### config.mk
export PLATFORM = sky130hd
export DESIGN_NAME = adeq_ctrl
export DESIGN_NICKNAME = d
export VERILOG_FILES = /design/src/rtl/core/adeq_pkg.sv /design/src/rtl/core/adeq_ctrl.sv
export SDC_FILE = /design/constraint.sdc
export NUM_CORES = 1
export LEC_CHECK = 0
export ABC_AREA = 1
export BUFFER_PORTS_ARGS = -buffer_cell sky130_fd_sc_hd__buf_2
export CAP_MARGIN = 20
export CORE_UTILIZATION = 40
export CTS_CLUSTER_DIAMETER = 50
export DETAILED_ROUTE_END_ITERATION = 7
export SYNTH_ARGS = -nofsm -noshare
export SYNTH_HDL_FRONTEND = slang
export SYNTH_SLANG_ARGS = --single-unit
export TNS_END_PERCENT = 100
### constraint.sdc
create_clock -name clk -period 2 [get_ports clk]
set_clock_uncertainty 0.1 [all_clocks]
set_input_delay 0.5 -clock clk [delete_from_list [all_inputs] [get_ports clk]]
set_output_delay 0.5 -clock clk [all_outputs]
set_load 0.005 [all_outputs]
### src/rtl/core/adeq_pkg.sv
`timescale 1ns / 1ps
// ----------------------------------------------------------------------------
// adeq_pkg
// shared types and constants for the array double-ended queue
// ----------------------------------------------------------------------------
package adeq_pkg;

  localparam int DEPTH  = 128;
  localparam int IDX_W  = $clog2(DEPTH);
  localparam int WORD_W = 32;

  localparam logic [IDX_W-1:0] FIRST_IDX = '0;
  localparam logic [IDX_W-1:0] LAST_IDX  = IDX_W'(DEPTH - 1);

  // operation codes
  localparam logic [1:0] FN_INS_FRONT = 2'd0;
  localparam logic [1:0] FN_INS_REAR  = 2'd1;
  localparam logic [1:0] FN_REM_FRONT = 2'd2;
  localparam logic [1:0] FN_REM_REAR  = 2'd3;

  // status codes
  localparam logic [1:0] ST_DONE      = 2'd0;
  localparam logic [1:0] ST_OVERFLOW  = 2'd1;
  localparam logic [1:0] ST_UNDERFLOW = 2'd2;

  typedef struct packed {
    logic             we;
    logic             re;
    logic [IDX_W-1:0] addr;
  } mem_req_t;

  typedef struct packed {
    logic [1:0] status;
    logic       from_mem;
    logic       now_empty;
  } res_info_t;

endpackage

### src/rtl/core/adeq_ctrl.sv
`timescale 1ns / 1ps
// ----------------------------------------------------------------------------
// adeq_ctrl
// front/rear index keeping and per-item operation decode
// ----------------------------------------------------------------------------
module adeq_ctrl (
  input  logic                    clk,
  input  logic                    rst,
  input  logic                    fire,
  input  logic [1:0]              func,
  output adeq_pkg::mem_req_t      req,
  output adeq_pkg::res_info_t     info
);

  logic [adeq_pkg::IDX_W-1:0] head;
  logic [adeq_pkg::IDX_W-1:0] tail;
  logic                       empty;
  logic [adeq_pkg::IDX_W-1:0] head_next;
  logic [adeq_pkg::IDX_W-1:0] tail_next;
  logic                       empty_next;

  always_comb begin
    head_next      = head;
    tail_next      = tail;
    empty_next     = empty;
    req.we         = 1'b0;
    req.re         = 1'b0;
    req.addr       = head;
    info.status    = adeq_pkg::ST_DONE;
    info.from_mem  = 1'b0;
    case (func)
      adeq_pkg::FN_INS_FRONT: begin
        if (empty) begin
          head_next  = adeq_pkg::FIRST_IDX;
          tail_next  = adeq_pkg::FIRST_IDX;
          empty_next = 1'b0;
          req.we     = 1'b1;
          req.addr   = adeq_pkg::FIRST_IDX;
        end else if (head == adeq_pkg::FIRST_IDX) begin
          info.status = adeq_pkg::ST_OVERFLOW;
        end else begin
          head_next = head - 1'b1;
          req.we    = 1'b1;
          req.addr  = head - 1'b1;
        end
      end
      adeq_pkg::FN_INS_REAR: begin
        if (empty) begin
          head_next  = adeq_pkg::FIRST_IDX;
          tail_next  = adeq_pkg::FIRST_IDX;
          empty_next = 1'b0;
          req.we     = 1'b1;
          req.addr   = adeq_pkg::FIRST_IDX;
        end else if (tail == adeq_pkg::LAST_IDX) begin
          info.status = adeq_pkg::ST_OVERFLOW;
        end else begin
          tail_next = tail + 1'b1;
          req.we    = 1'b1;
          req.addr  = tail + 1'b1;
        end
      end
      adeq_pkg::FN_REM_FRONT: begin
        if (empty) begin
          info.status = adeq_pkg::ST_UNDERFLOW;
        end else begin
          req.re        = 1'b1;
          req.addr      = head;
          info.from_mem = 1'b1;
          if (head == tail) begin
            empty_next = 1'b1;
            head_next  = adeq_pkg::FIRST_IDX;
            tail_next  = adeq_pkg::FIRST_IDX;
          end else begin
            head_next = head + 1'b1;
          end
        end
      end
      default: begin
        if (empty) begin
          info.status = adeq_pkg::ST_UNDERFLOW;
        end else begin
          req.re        = 1'b1;
          req.addr      = tail;
          info.from_mem = 1'b1;
          if (head == tail) begin
            empty_next = 1'b1;
            head_next  = adeq_pkg::FIRST_IDX;
            tail_next  = adeq_pkg::FIRST_IDX;
          end else begin
            tail_next = tail - 1'b1;
          end
        end
      end
    endcase
    info.now_empty = empty_next;
    // no access unless the item is taken this cycle
    req.we = req.we & fire;
    req.re = req.re & fire;
  end

  always_ff @(posedge clk) begin
    if (rst) begin
      head  <= adeq_pkg::FIRST_IDX;
      tail  <= adeq_pkg::FIRST_IDX;
      empty <= 1'b1;
    end else if (fire) begin
      head  <= head_next;
      tail  <= tail_next;
      empty <= empty_next;
    end
  end

endmodule

==> results of run 1 <==
-- where the power goes --
group / internal (mW) / switching (mW) / total [mW]
sequential: 0.314 / 0.0201 / 0.334
combinational: 0.166 / 0.251 / 0.417
clock: 0.141 / 0.120 / 0.261
-- per-layer routing --
layer  track usage (%)  wire length, um
met3             2.000              356
met4             8.594               34
met1             39.08             2691
met5                 0                0
met2             46.53             2962
-- area by class of cell --
class / count / area [um^2] / area share [%]
repair buffers: 83 / 614.3 / 23.96
inverters: 34 / 132.6 / 5.173
flip-flops and latches: 15 / 315.3 / 12.30
well taps: 50 / 62.56 / 2.440
clock buffers: 4 / 45.04 / 1.757
multi-input cells: 238 / 1394 / 54.37
-- critical path, delay by kind of cell, from the launching register on --
kind	cells	cell delay (ns)
compound gates	1	0.06
fa+ha+maj	1	0.16
buf+inv	2	0.24
flops	1	0.36
simple gates	5	0.58
-- Yosys cell counts (all sizes together) --
| cell | instances |
|---|---|
| xnor2 | 1 |
| o21ai | 27 |
| inv | 33 |
| o22ai | 3 |
| o21bai | 1 |
| nand2 | 84 |
| nor4 | 1 |
| dfxtp | 15 |
| nor2 | 36 |
| nor3 | 4 |
| o2111ai | 4 |
| buf | 8 |
| nand3 | 38 |
| a21oi | 19 |
| clkinv | 1 |
| o211ai | 1 |
| nand4 | 4 |
| xor2 | 10 |
| clkbuf | 3 |
| ha | 5 |
-- worst paths after layout --
path,startpoint,endpoint,slack [ns],depth (start not counted)
max,tail[0],req[1],-0.25,9
min,fire,empty,0.41,2
max reg2reg,tail[6],tail[1],0.16,11
min reg2reg,tail[6],tail[6],0.48,2
-- sequential cells by signal, summed over array words and instances, names as in the netlist --
signal and count:
head 7, tail 7, empty 1
-- layout by cell type, fill, tap and decap left out, types with 2 or more instances in the layout --
cell       netlist  final
a21oi_1         17     16
a21oi_2          2      3
buf_2            1     17
buf_4            5     57
buf_6            1      9
clkbuf_8         0      3
dfxtp_1         15      5
dfxtp_2          0      9
ha_1             5      3
ha_4             0      2
inv_1           22     17
inv_2           11     14
inv_4            0      2
nand2_1         82     74
nand2_2          1      9
nand3_1         35     29
nand3_2          3      6
nand3_4          0      3
nand4_1          4      4
nor2_1          26     24
nor2_2           8      6
nor2_4           1      5
nor3_1           3      3
o2111ai_1        4      3
o21ai_0         22     20
o21ai_1          5      6
xor2_1          10     10
-- through the flow --
stage               area [um^2]  std cells  TNS (ns)  utilization [%]  hold WS (ns)
finish                     2564        424    -2.124            62.74        0.4104
global placement           2211        406   -0.7351            54.10        0.5206
floorplan                  1744        298         0                -        0.4227
global route               2564        424    -3.068            62.74        0.4211
detailed placement         2211        406   -0.7608            54.10        0.5263
CTS                        2412        419    -2.121            59.03        0.4050
-- cells by family (layout without fill, tap and decap cells) --
| family | count (synthesis) | count (layout) | synth area share [%] |
|---|---|---|---|
| AOI/OAI and AO/OA | 55 | 55 | 17.65 |
| xor gates and xnor gates | 11 | 11 | 5.547 |
| adders and majority gates | 5 | 5 | 3.602 |
| DFF | 15 | 15 | 17.29 |
| buffers and inverters | 45 | 121 | 11.45 |
| and+or+nand+nor | 167 | 167 | 44.45 |
-- timing repair --
action                     CTS  global route
buffers inserted             9             6
gates resized for setup     33            27
gates cloned                 0             0
pin swaps                   10            12
hold buffers                 0             0
setup endpoints to repair   10            24
==> impl_metrics.py, run 1 <==
metrics = {
    "run_status": {
        "outcome": "finished with violations",
        "violations": "setup timing",
    },
    "layout": {
        "drive_gt1_share_pct": 40.91,
        "area_delta_synth_final_pct": 47.62,
        "nNetsFinal": 385,
        "diodes": 0,
        "fillCellCount": 374,
    },
    "logic_synthesis": {
        "yosys.area.top_type": "nand2_1",
        "synth_top_area_share_pct": 17.72,
        "ys_seq_elements": 15,
        "seq_area_frac_synth_pct": 17.29,
        "synth.distinct_cells": 34,
        "synthTopCellsByArea": "nand2_1 (18%), dfxtp_1 (17%), nand3_1 (10%)",
        "synthesis.nets": 308,
        "yosys_warnings": 0,
        "avgSynthCellArea_um2": 5.828,
        "syn-cell-area_um2": 1737,
        "synthCells": 298,
    },
    "clocking": {
        "root_buffer": "clkbuf_8",
        "htreeDepth": 1,
        "path_clk_slew_ns": 0.07,
        "cts-buffers-inserted": 3,
        "cts_tree": "yes",
        "insertion_delay_ns": 0.25,
        "clk_path_buf_depth": 2,
        "cts.sinks": 15,
    },
    "floorplanning": {
        "fp.dieArea_um2": 4609,
        "initial_utilization_pct": 42.50,
        "rows": 23,
        "core_area_um2": 4086,
        "fp.dieW_um": 67.89,
        "ioPinCount": 18,
        "die_y_um": 67.89,
    },
    "grt": {
        "antenna_found_initial": 0,
        "grtUsageTotal_pct": 28.28,
        "grt-ovfl-total": 0,
        "grt_pass1_vias": 2102,
        "grt_max_degree": 17,
        "grt_pass1_wl_um": 9763,
    },
    "power": {
        "powerDensity_nw_per_um2": 395.0,
        "total_power_mw": 1.013,
        "ir_worst_vdd_mv": 0.2675,
        "p_leak_nw": 1.327,
    },
    "worst_setup_path": {
        "cpMaxStageDelayCell": "dfxtp_2",
        "cpMostUsedCell": "nand3_4",
        "critPathLaunchType": "register",
        "crit_path_max_fanout": 6,
        "slowest_delay_ns": 0.36,
        "required_ns": 1.40,
        "cp-end-kind": "output port",
        "worstSetupPathType": "reg -> out",
        "cp_cell_sequence": "ha_4, nand3_4, nor2_4, nand3_4, nor2_8, buf_6, o22ai_2, nand3_1, buf_2",
        "cp.arrival_ns": 1.65,
    },
    "drt": {
        "postRouteAntennaNets": 0,
        "drt_pass1_iterations": 4,
        "viasPerCell": 5.297,
        "num_vias": 2246,
        "drc_errors": 0,
        "drt_iter0_markers": 175,
        "wl_per_cell_um": 14.25,
        "routed_wl_um": 6044,
    },
    "timing": {
        "clock.fmax_mhz": 444.0,
        "slew_viol_final": 0,
        "finalSetupViolations": 10,
        "layout_setup_ws_ns": -0.2522,
        "period_share_pct": 112.6,
        "min_period_ns": 2.252,
        "tightest_slew_ns": 0.3190,
        "relSlewSlack_pct": 78.51,
        "hold_violations": 0,
        "rsz0062_at_grt": "yes",
    },
    "run": {
        "maxCapViolations": 0,
    },
    "placed_design": {
        "finalWeightedCongestion": 0.8671,
        "hpwlAfterDp_um": 4488,
        "post-place-ws_ns": -0.1530,
        "io_buffers": 17,
    },
    "hold_path": {
        "min_path_type": "in -> reg",
    },
}
Note: power is estimated with default switching activity, not from simulation.
==> run 2: changes to the inputs <==
--- a/config.mk
+++ b/config.mk
@@ -6,11 +6,11 @@
 export NUM_CORES = 1
 export LEC_CHECK = 0
 export ABC_AREA = 1
-export BUFFER_PORTS_ARGS = -buffer_cell sky130_fd_sc_hd__buf_2
 export CAP_MARGIN = 20
 export CORE_UTILIZATION = 40
 export CTS_CLUSTER_DIAMETER = 50
 export DETAILED_ROUTE_END_ITERATION = 7
+export DONT_BUFFER_PORTS = 1
 export SYNTH_ARGS = -nofsm -noshare
 export SYNTH_HDL_FRONTEND = slang
 export SYNTH_SLANG_ARGS = --single-unit
==> run 2 against run 1 <==
Against the previous run: the run still ends with setup timing left; combinational power is 13% lower; clock power hardly changed; die area stayed put; power is 5.7% lower; sequential share of layout area is 2.1 points higher; fmax is 4.7% higher; global-route usage is 2.9 points lower; worst setup slack better by 0.10 ns; core utilization is 7.7 points lower; count of clock-buffer cells in the layout stayed put; flip-flop and latch count stayed put; critical endpoint is now info[2]; highest routed layer unchanged.
==> impl_metrics.py, run 2 (same netlist as run 1, synthesis figures left out) <==
metrics = {
    "worst_setup_path": {
        "crit_path_end": "info[2]",
        "crit_path_max_fanout": 7,
        "reg2reg_slack_ns": 0.20,
        "timing.rr.start": "tail[4]",
        "required_ns": 1.40,
        "cp.arrival_ns": 1.55,
        "crit_path_start": "tail[1]",
        "worstReg2RegEnd": "tail[3]",
        "critPathLaunchType": "register",
        "reg2regPathDepth": 11,
        "cp-end-kind": "output port",
        "worstSetupPathType": "reg -> out",
    },
    "timing": {
        "period_share_pct": 107.5,
        "tightest_slew_ns": 0.3607,
        "slew_viol_final": 0,
        "whs_ns": 0.1932,
        "fin_tns_setup_ns": -0.9924,
        "relSlewSlack_pct": 75.90,
        "rsz0062_at_grt": "yes",
        "finalSetupViolations": 9,
        "min_period_ns": 2.151,
        "hold_violations": 0,
        "clock.fmax_mhz": 465.0,
        "layout_setup_ws_ns": -0.1505,
    },
    "drt": {
        "drt_iter0_markers": 129,
        "wl_per_cell_um": 14.49,
        "drt_pass1_iterations": 4,
        "postRouteAntennaNets": 0,
        "drc_errors": 0,
        "viasPerCell": 5.381,
        "routed_wl_um": 5477,
        "num_vias": 2034,
    },
    "grt": {
        "antenna_found_initial": 0,
        "grt_max_degree": 17,
        "grt_pass1_wl_um": 8645,
        "grt-ovfl-total": 0,
        "grtUsageTotal_pct": 25.37,
        "grt_pass1_vias": 1817,
    },
    "floorplanning": {
        "ioPinCount": 18,
        "fp.dieW_um": 67.89,
        "initial_utilization_pct": 42.50,
        "rows": 23,
        "core_area_um2": 4086,
        "fp.dieArea_um2": 4609,
        "die_y_um": 67.89,
    },
    "layout": {
        "diodes": 0,
        "regArea_um2": 322.8,
        "fillCellCount": 421,
        "area_delta_synth_final_pct": 29.54,
        "final_cell_mix": "nand2_1 (75), nand3_1 (32), buf_4 (31)",
        "nNetsFinal": 339,
        "largestRegisters": "head x7, tail x7, empty x1",
        "final_common_cell": "nand2_1",
        "final_cells": 378,
        "multi_input_area_um2": 1389,
        "drive_gt1_share_pct": 33.84,
    },
    "power": {
        "powerDensity_nw_per_um2": 424.4,
        "ir_worst_vdd_mv": 0.2974,
        "p_leak_nw": 1.117,
        "total_power_uw": 954.7,
    },
    "clocking": {
        "insertion_delay_ns": 0.26,
        "path_clk_slew_ns": 0.07,
        "htreeDepth": 1,
        "root_buffer": "clkbuf_8",
        "cts_tree": "yes",
        "cts.sinks": 15,
        "clk_path_buf_depth": 2,
        "cts-buffers-inserted": 3,
    },
    "run": {
        "maxCapViolations": 0,
    },
    "placed_design": {
        "dp_cells": 367,
        "io_buffers": 0,
        "hpwlAfterDp_um": 4154,
        "post-place-ws_ns": -0.02779,
        "finalWeightedCongestion": 0.9130,
    },
    "run_status": {
        "violations": "setup timing",
        "outcome": "finished with violations",
    },
    "hold_path": {
        "min_path_type": "in -> reg",
    },
}
[run 2: layout make-up]
type | instances | share of cell area, %
multi-input cells | 238 | 61.74
repair buffers | 37 | 13.35
inverters | 34 | 5.784
well taps | 50 | 2.781
clock buffers | 4 | 2.002
flip-flops and latches | 15 | 14.35
[run 2: report_power, final]
part           switching (mW)  leakage [nW]  internal (mW)
combinational           0.221         0.965          0.141
sequential             0.0199         0.128          0.313
clock                   0.119        0.0228          0.142
total                   0.359          1.12          0.596
[run 2: worst min path at each step]
| stage | start | to | slack (ns) | cells past startpoint |
|---|---|---|---|---|
| 2_1_floorplan | head[6] | head[6] | 0.42 | 2 |
| 3_3_place_gp | rst | tail[3] | 0.47 | 1 |
| 3_5_place_dp | rst | tail[3] | 0.47 | 1 |
| 4_1_cts | rst | head[3] | 0.19 | 1 |
| 5_1_grt | rst | tail[3] | 0.19 | 1 |
| 6_report | rst | head[0] | 0.19 | 1 |
[run 2: per-layer routing]
metal / GRT usage (%) / vias to the layer above / routed length (um)
met3: 4.667 / 9 / 314
met1: 35.13 / 921 / 2578
met5: 0 / - / 0
met2: 39.60 / 56 / 2490
li1: - / 1048 / -
met4: 7.552 / 0 / 94
[run 2: critical path, cell delays in order, from the launching register on]
cell and delay [ns]:
dfxtp_2 0.35, ha_4 0.15, nand3_4 0.09, nor2_4 0.12, nand3_4 0.15, nor2_8 0.16
inv_2 0.06, buf_4 0.14, nand2_2 0.06
[run 2: through the flow]
step | area [um^2] | utilization, %
after floorplan | 1744 | -
final | 2250 | 55.05
after CTS | 2097 | 51.32
after global placement | 1961 | 47.98
after global routing | 2250 | 55.05
after detailed placement | 1961 | 47.98
[run 2: what timing repair did]
item / 4_1_cts / 5_1_grt
endpoints found under the setup margin: 10 / 10
pin swaps: 4 / 15
gates resized for setup: 23 / 42
hold buffers: 0 / 0
buffers inserted: 2 / 5
